[src/rtl/cisb_pkg.sv]
package cisb_pkg;

   localparam int REQ_TYPE_W = 2;
   localparam int VALUE_W    = 32;
   localparam int INDEX_W    = 6;
   localparam int STATUS_W   = 2;
   localparam int COUNT_W    = 7;

   localparam logic [REQ_TYPE_W-1:0] REQ_ADD_PLAIN = 2'd0;
   localparam logic [REQ_TYPE_W-1:0] REQ_ADD_RANGE = 2'd1;
   localparam logic [REQ_TYPE_W-1:0] REQ_RD_PLAIN  = 2'd2;
   localparam logic [REQ_TYPE_W-1:0] REQ_RD_RANGE  = 2'd3;

   localparam logic [STATUS_W-1:0] ST_OK      = 2'd0;
   localparam logic [STATUS_W-1:0] ST_PRESENT = 2'd1;
   localparam logic [STATUS_W-1:0] ST_FULL    = 2'd2;
   localparam logic [STATUS_W-1:0] ST_BAD     = 2'd3;

   typedef struct packed {
      logic load;
      logic scan;
      logic rd_issue;
      logic commit;
   } ctrl_cmd_type;

   typedef struct packed {
      logic is_read;
      logic bad_range;
      logic scan_done;
      logic out_free;
   } dp_stat_type;

endpackage

[src/rtl/cisb_ctrl.sv]
module cisb_ctrl (
   input  logic                   clock,
   input  logic                   reset,
   input  logic                   req_valid,
   output logic                   req_ready,
   input  cisb_pkg::dp_stat_type  stat,
   output cisb_pkg::ctrl_cmd_type cmd
);

   typedef enum logic [4:0] {
      S_IDLE   = 5'b00001,
      S_DECODE = 5'b00010,
      S_SCAN   = 5'b00100,
      S_READ   = 5'b01000,
      S_FINISH = 5'b10000
   } state_type;

   state_type state_ff;
   state_type state_in;

   assign req_ready    = (state_ff == S_IDLE);
   assign cmd.load     = req_valid && req_ready;
   assign cmd.scan     = (state_ff == S_SCAN);
   assign cmd.rd_issue = (state_ff == S_READ);
   assign cmd.commit   = (state_ff == S_FINISH) && stat.out_free;

   always_comb begin
      state_in = state_ff;
      case (state_ff)
         S_IDLE: begin
            if (cmd.load) state_in = S_DECODE;
         end
         S_DECODE: begin
            if (stat.is_read) state_in = S_READ;
            else if (stat.bad_range) state_in = S_FINISH;
            else state_in = S_SCAN;
         end
         S_SCAN: begin
            if (stat.scan_done) state_in = S_FINISH;
         end
         S_READ: begin
            state_in = S_FINISH;
         end
         S_FINISH: begin
            if (stat.out_free) state_in = S_IDLE;
         end
         default: begin
            state_in = S_IDLE;
         end
      endcase
   end

   always_ff @(posedge clock) begin
      if (reset) state_ff <= S_IDLE;
      else state_ff <= state_in;
   end

endmodule

[config.mk]
export PLATFORM = sky130hd
export DESIGN_NAME = cisb_ctrl
export DESIGN_NICKNAME = d
export VERILOG_FILES = /design/src/rtl/cisb_pkg.sv /design/src/rtl/cisb_ctrl.sv
export SDC_FILE = /design/constraint.sdc
export NUM_CORES = 1
export LEC_CHECK = 0
export ABC_CLOCK_PERIOD_IN_PS = 3900
export BUFFER_PORTS_ARGS = -buffer_cell sky130_fd_sc_hd__buf_4
export CAP_MARGIN = 20
export CELL_PAD_IN_SITES_DETAIL_PLACEMENT = 0
export CELL_PAD_IN_SITES_GLOBAL_PLACEMENT = 1
export CORE_AREA = 2 2 39 41
export DETAILED_ROUTE_END_ITERATION = 10
export DIE_AREA = 0 0 41 43
export HOLD_SLACK_MARGIN = 0.06
export PLACE_DENSITY_LB_ADDON = 0.1
export SLEW_MARGIN = 10
export SYNTH_ARGS = -nofsm -noshare
export SYNTH_HDL_FRONTEND = slang
export SYNTH_SLANG_ARGS = --single-unit
[constraint.sdc]
create_clock -name clock -period 3.9 [get_ports clock]
set_input_delay 0.78 -clock clock [delete_from_list [all_inputs] [get_ports clock]]
set_output_delay 0.78 -clock clock [all_outputs]
set_load 0.05 [all_outputs]
==> results.py <==
metrics = {
    "worst_setup_path": {
        "regToRegEndpoint": "state_ff[4]$_SDFFE_PP0P_",
        "worstPathMaxFanout": 6,
        "worstSetupStartpointType": "flip-flop",
        "worst-endpoint-required_ns": 3.12,
        "timing.setup.critical_path_class": "reg -> out",
        "worst_path_largest_cell_delay_ns": 0.39,
        "timing.critical_path.cells": "nor2_1 -> nor4b_1 -> buf_4",
        "r2r_start": "state_ff[1]$_SDFFE_PP0P_",
        "cp_data_arrival_time_ns": 1.47,
        "end_kind": "primary output",
        "reg2regPathDepth": 3,
        "timing.critical_path.slowest_stage_cell": "sky130_fd_sc_hd__nor4b_1",
        "regToRegSetupSlack_ns": 2.50,
    },
    "route": {
        "viasPerCell": 4.63,
        "routed_wirelength_um": 716,
        "ant_nets": 0,
        "drt_iter0_drc": 0,
        "detail_route.first_pass.iterations": 1,
        "vias": 310,
        "drt-wirelength-per-cell_um": 10.7,
        "drt_drc_violations_left": 0,
    },
    "layout": {
        "largest_register": "state_ff",
        "areaGrowthSynthToFinish_pct": 43.7,
        "post-route-cell-area_um2": 428,
        "largest_register_ffs": 5,
        "post_route_cells_drive_above_1_share": 0.314,
        "largest_registers": "state_ff: 5 flops",
        "fillCellCount": 169,
        "multi_input_gate_area_um2": 186,
        "nNetsFinal": 59,
        "area.sequential_um2": 100,
        "n_diodes": 0,
    },
    "placed_design": {
        "io_buffer_count": 11,
        "dpl_cell_area_um2": 400,
        "detailed_place_hpwl_um": 598,
        "globalplace.congestion": 0.693,
    },
    "floorplanning": {
        "initial_standard_cell_utilization_of_the_core": 0.215,
        "chip_width_um": 41,
        "rows": 14,
        "dieHeight_um": 43,
        "core_area_um2": 1380,
        "io_pins": 12,
        "floorplan.die_area_um2": 1760,
    },
    "sta": {
        "setup_tns_ns": 0,
        "maxSlewViolCount": 0,
        "finalClockSkew_ns": 0.00650,
        "finalCritPeriodShare": 0.577,
        "slew-limit-headroom": 0.725,
        "hold_viol_final": 0,
        "timing.final.crit_period_ns": 2.25,
        "finalSetupViolations": 0,
        "timing_worst_slew_pin_value_ns": 0.407,
        "max_clock_freq_mhz": 445,
        "grt_setup_unrepaired": "false",
    },
    "logic_synthesis": {
        "yosysWarningCount": 0,
        "synth.cell_area_um2": 298,
        "mappedNetlistNets": 43,
        "synth-edff-count": 0,
        "seq_area_frac_synth": 0.336,
        "yosys_register_bits": 5,
        "yosysTopAreaCellShare": 0.336,
        "post_synth_top_area_cell": "sky130_fd_sc_hd__dfxtp_1",
        "synth.lib_cells_used.distinct": 22,
        "synthTopCellsByArea": "sky130_fd_sc_hd__dfxtp_1 34%, sky130_fd_sc_hd__nor2_1 6.3%, sky130_fd_sc_hd__a21oi_1 5.0%, sky130_fd_sc_hd__nor3b_1 5.0%, sky130_fd_sc_hd__and3_1 4.2%",
        "postSynth.asyncResetShare": 0,
        "ys_dominant_reg_cell": "sky130_fd_sc_hd__dfxtp_1",
        "top_cells_by_count_synth": "5 x sky130_fd_sc_hd__dfxtp_1, 5 x sky130_fd_sc_hd__nor2_1, 3 x sky130_fd_sc_hd__a21oi_1, 3 x sky130_fd_sc_hd__inv_1",
        "syn_avg_cell_area_um2": 8.27,
        "post_synth_inst_count": 36,
    },
    "global_route": {
        "number_of_global_route_vias_before_repair": 286,
        "antenna_found_initial": 0,
        "grt_overflow": 0,
        "track_usage": 0.0986,
        "grt_first_pass_wirelength_um": 1180,
        "grt_max_degree": 9,
    },
    "pwr": {
        "switching_share": 0.348,
        "total_switching_power_uw": 62.5,
        "internal-power_uw": 117,
        "power-per-cell-area_nw_per_um2": 419,
        "power_frac_clock": 0.331,
        "combinationalPowerShare": 0.322,
        "leakage_uw": 0.000185,
        "seq_power_share": 0.347,
        "maximum_ir_drop_on_the_vdd_rail_v": 0.000142,
    },
    "clocking": {
        "cts_repair_resize_count": 0,
        "cts_hold_repair.buffers": 0,
        "clock_insertion_delay_worst_skew_ns": 0.24,
        "clkSlewWorstSetupHoldPaths_ns": 0.05,
        "post_cts_buffers": 0,
        "number_of_buffers_inserted_during_clock_tree_synthesis": 3,
        "cts_max_level": 1,
        "clockRootBuffer": "sky130_fd_sc_hd__clkbuf_4",
        "numClockSinks": 5,
        "cts-root-to-sink-buffers": 2,
        "tritoncts_clock_tree": "yes",
    },
    "run_status": {
        "run_status": "complete, no violations",
    },
    "hold_path": {
        "holdCritPathClass": "reg -> reg",
        "hold-path-cell-count": 2,
        "hold_path_end": "state_ff[3]$_SDFFE_PP0P_",
        "hp-start": "state_ff[1]$_SDFFE_PP0P_",
    },
    "job": {
        "maxCapViolations": 0,
    },
}
-- worst max path at each step --
stage	from	slack, ns	to	depth (start not counted)
global placement	stat[0]	1.88	cmd[0]	3
global route	state_ff[3]$_SDFFE_PP0P_	1.53	cmd[1]	3
CTS	state_ff[0]$_SDFFE_PP1P_	1.63	cmd[1]	3
floorplan	state_ff[0]$_SDFFE_PP1P_	0.92	cmd[1]	2
detailed placement	stat[0]	1.87	cmd[0]	3
finish	state_ff[0]$_SDFFE_PP1P_	1.65	cmd[1]	3
-- final cells by class --
cell class | count | share of cell area
multi-input combinational | 28 | 0.436
sequential | 5 | 0.234
timing repair buffer | 11 | 0.193
clock buffer | 3 | 0.0526
tap | 16 | 0.0468
inverter | 3 | 0.0263
clock inverter | 1 | 0.0117
-- power groups by stage --
| stage | registers, uW | clock network (uW) | logic (uW) |
|---|---|---|---|
| 2_1_floorplan | 61.5 | 0 | 40.9 |
| 3_3_place_gp | 63.1 | 0 | 58.3 |
| 3_5_place_dp | 63.2 | 0 | 58.2 |
| 4_1_cts | 62.2 | 62.4 | 58.5 |
| 5_1_grt | 63.5 | 66.9 | 61.7 |
| 6_report | 62.2 | 59.5 | 57.8 |
-- critical path: cells and delay by family, from the launching register on --
kind          cells  cell delay [ns]
simple gates      2             0.60
flops             1             0.35
buf+inv           1             0.28
-- kinds of logic (layout without fill, tap and decap cells) --
group,Yosys count,count (layout),synth area share
and+or+nand+nor,20,20,0.437
AOI/OAI and AO/OA,7,7,0.160
DFF,5,5,0.336
buffers and inverters,3,18,0.0378
xor gates and xnor gates,1,1,0.0294
-- layer usage --
layer  vias to the layer above  GRT usage  wire length, um
li1                        163          -                -
met1                       140      0.133              314
met2                         7      0.131              372
met3                         0     0.0314               28
met4                         0     0.0600                0
met5                         -          0                0
-- layout by cell type (no fill, tap or decap), types with 2 or more instances in the layout --
master	n
sky130_fd_sc_hd__clkbuf_4	3
sky130_fd_sc_hd__a21oi_1	3
sky130_fd_sc_hd__and3_1	2
sky130_fd_sc_hd__nor2_1	5
sky130_fd_sc_hd__inv_1	3
sky130_fd_sc_hd__nor3b_1	2
sky130_fd_sc_hd__dfxtp_1	5
sky130_fd_sc_hd__buf_4	11
-- metrics by stage --
stage          power (uW)  worst slack [ns]  hold slack (ns)  utilization  cells
2_1_floorplan         102             0.920            0.533            -     36
3_3_place_gp          121              1.88            0.606        0.289     63
3_5_place_dp          121              1.87            0.606        0.289     63
4_1_cts               183              1.63            0.613        0.309     67
5_1_grt               192              1.53            0.638        0.309     67
6_report              180              1.65            0.619        0.309     67
Power figures use the tool's default switching activity.
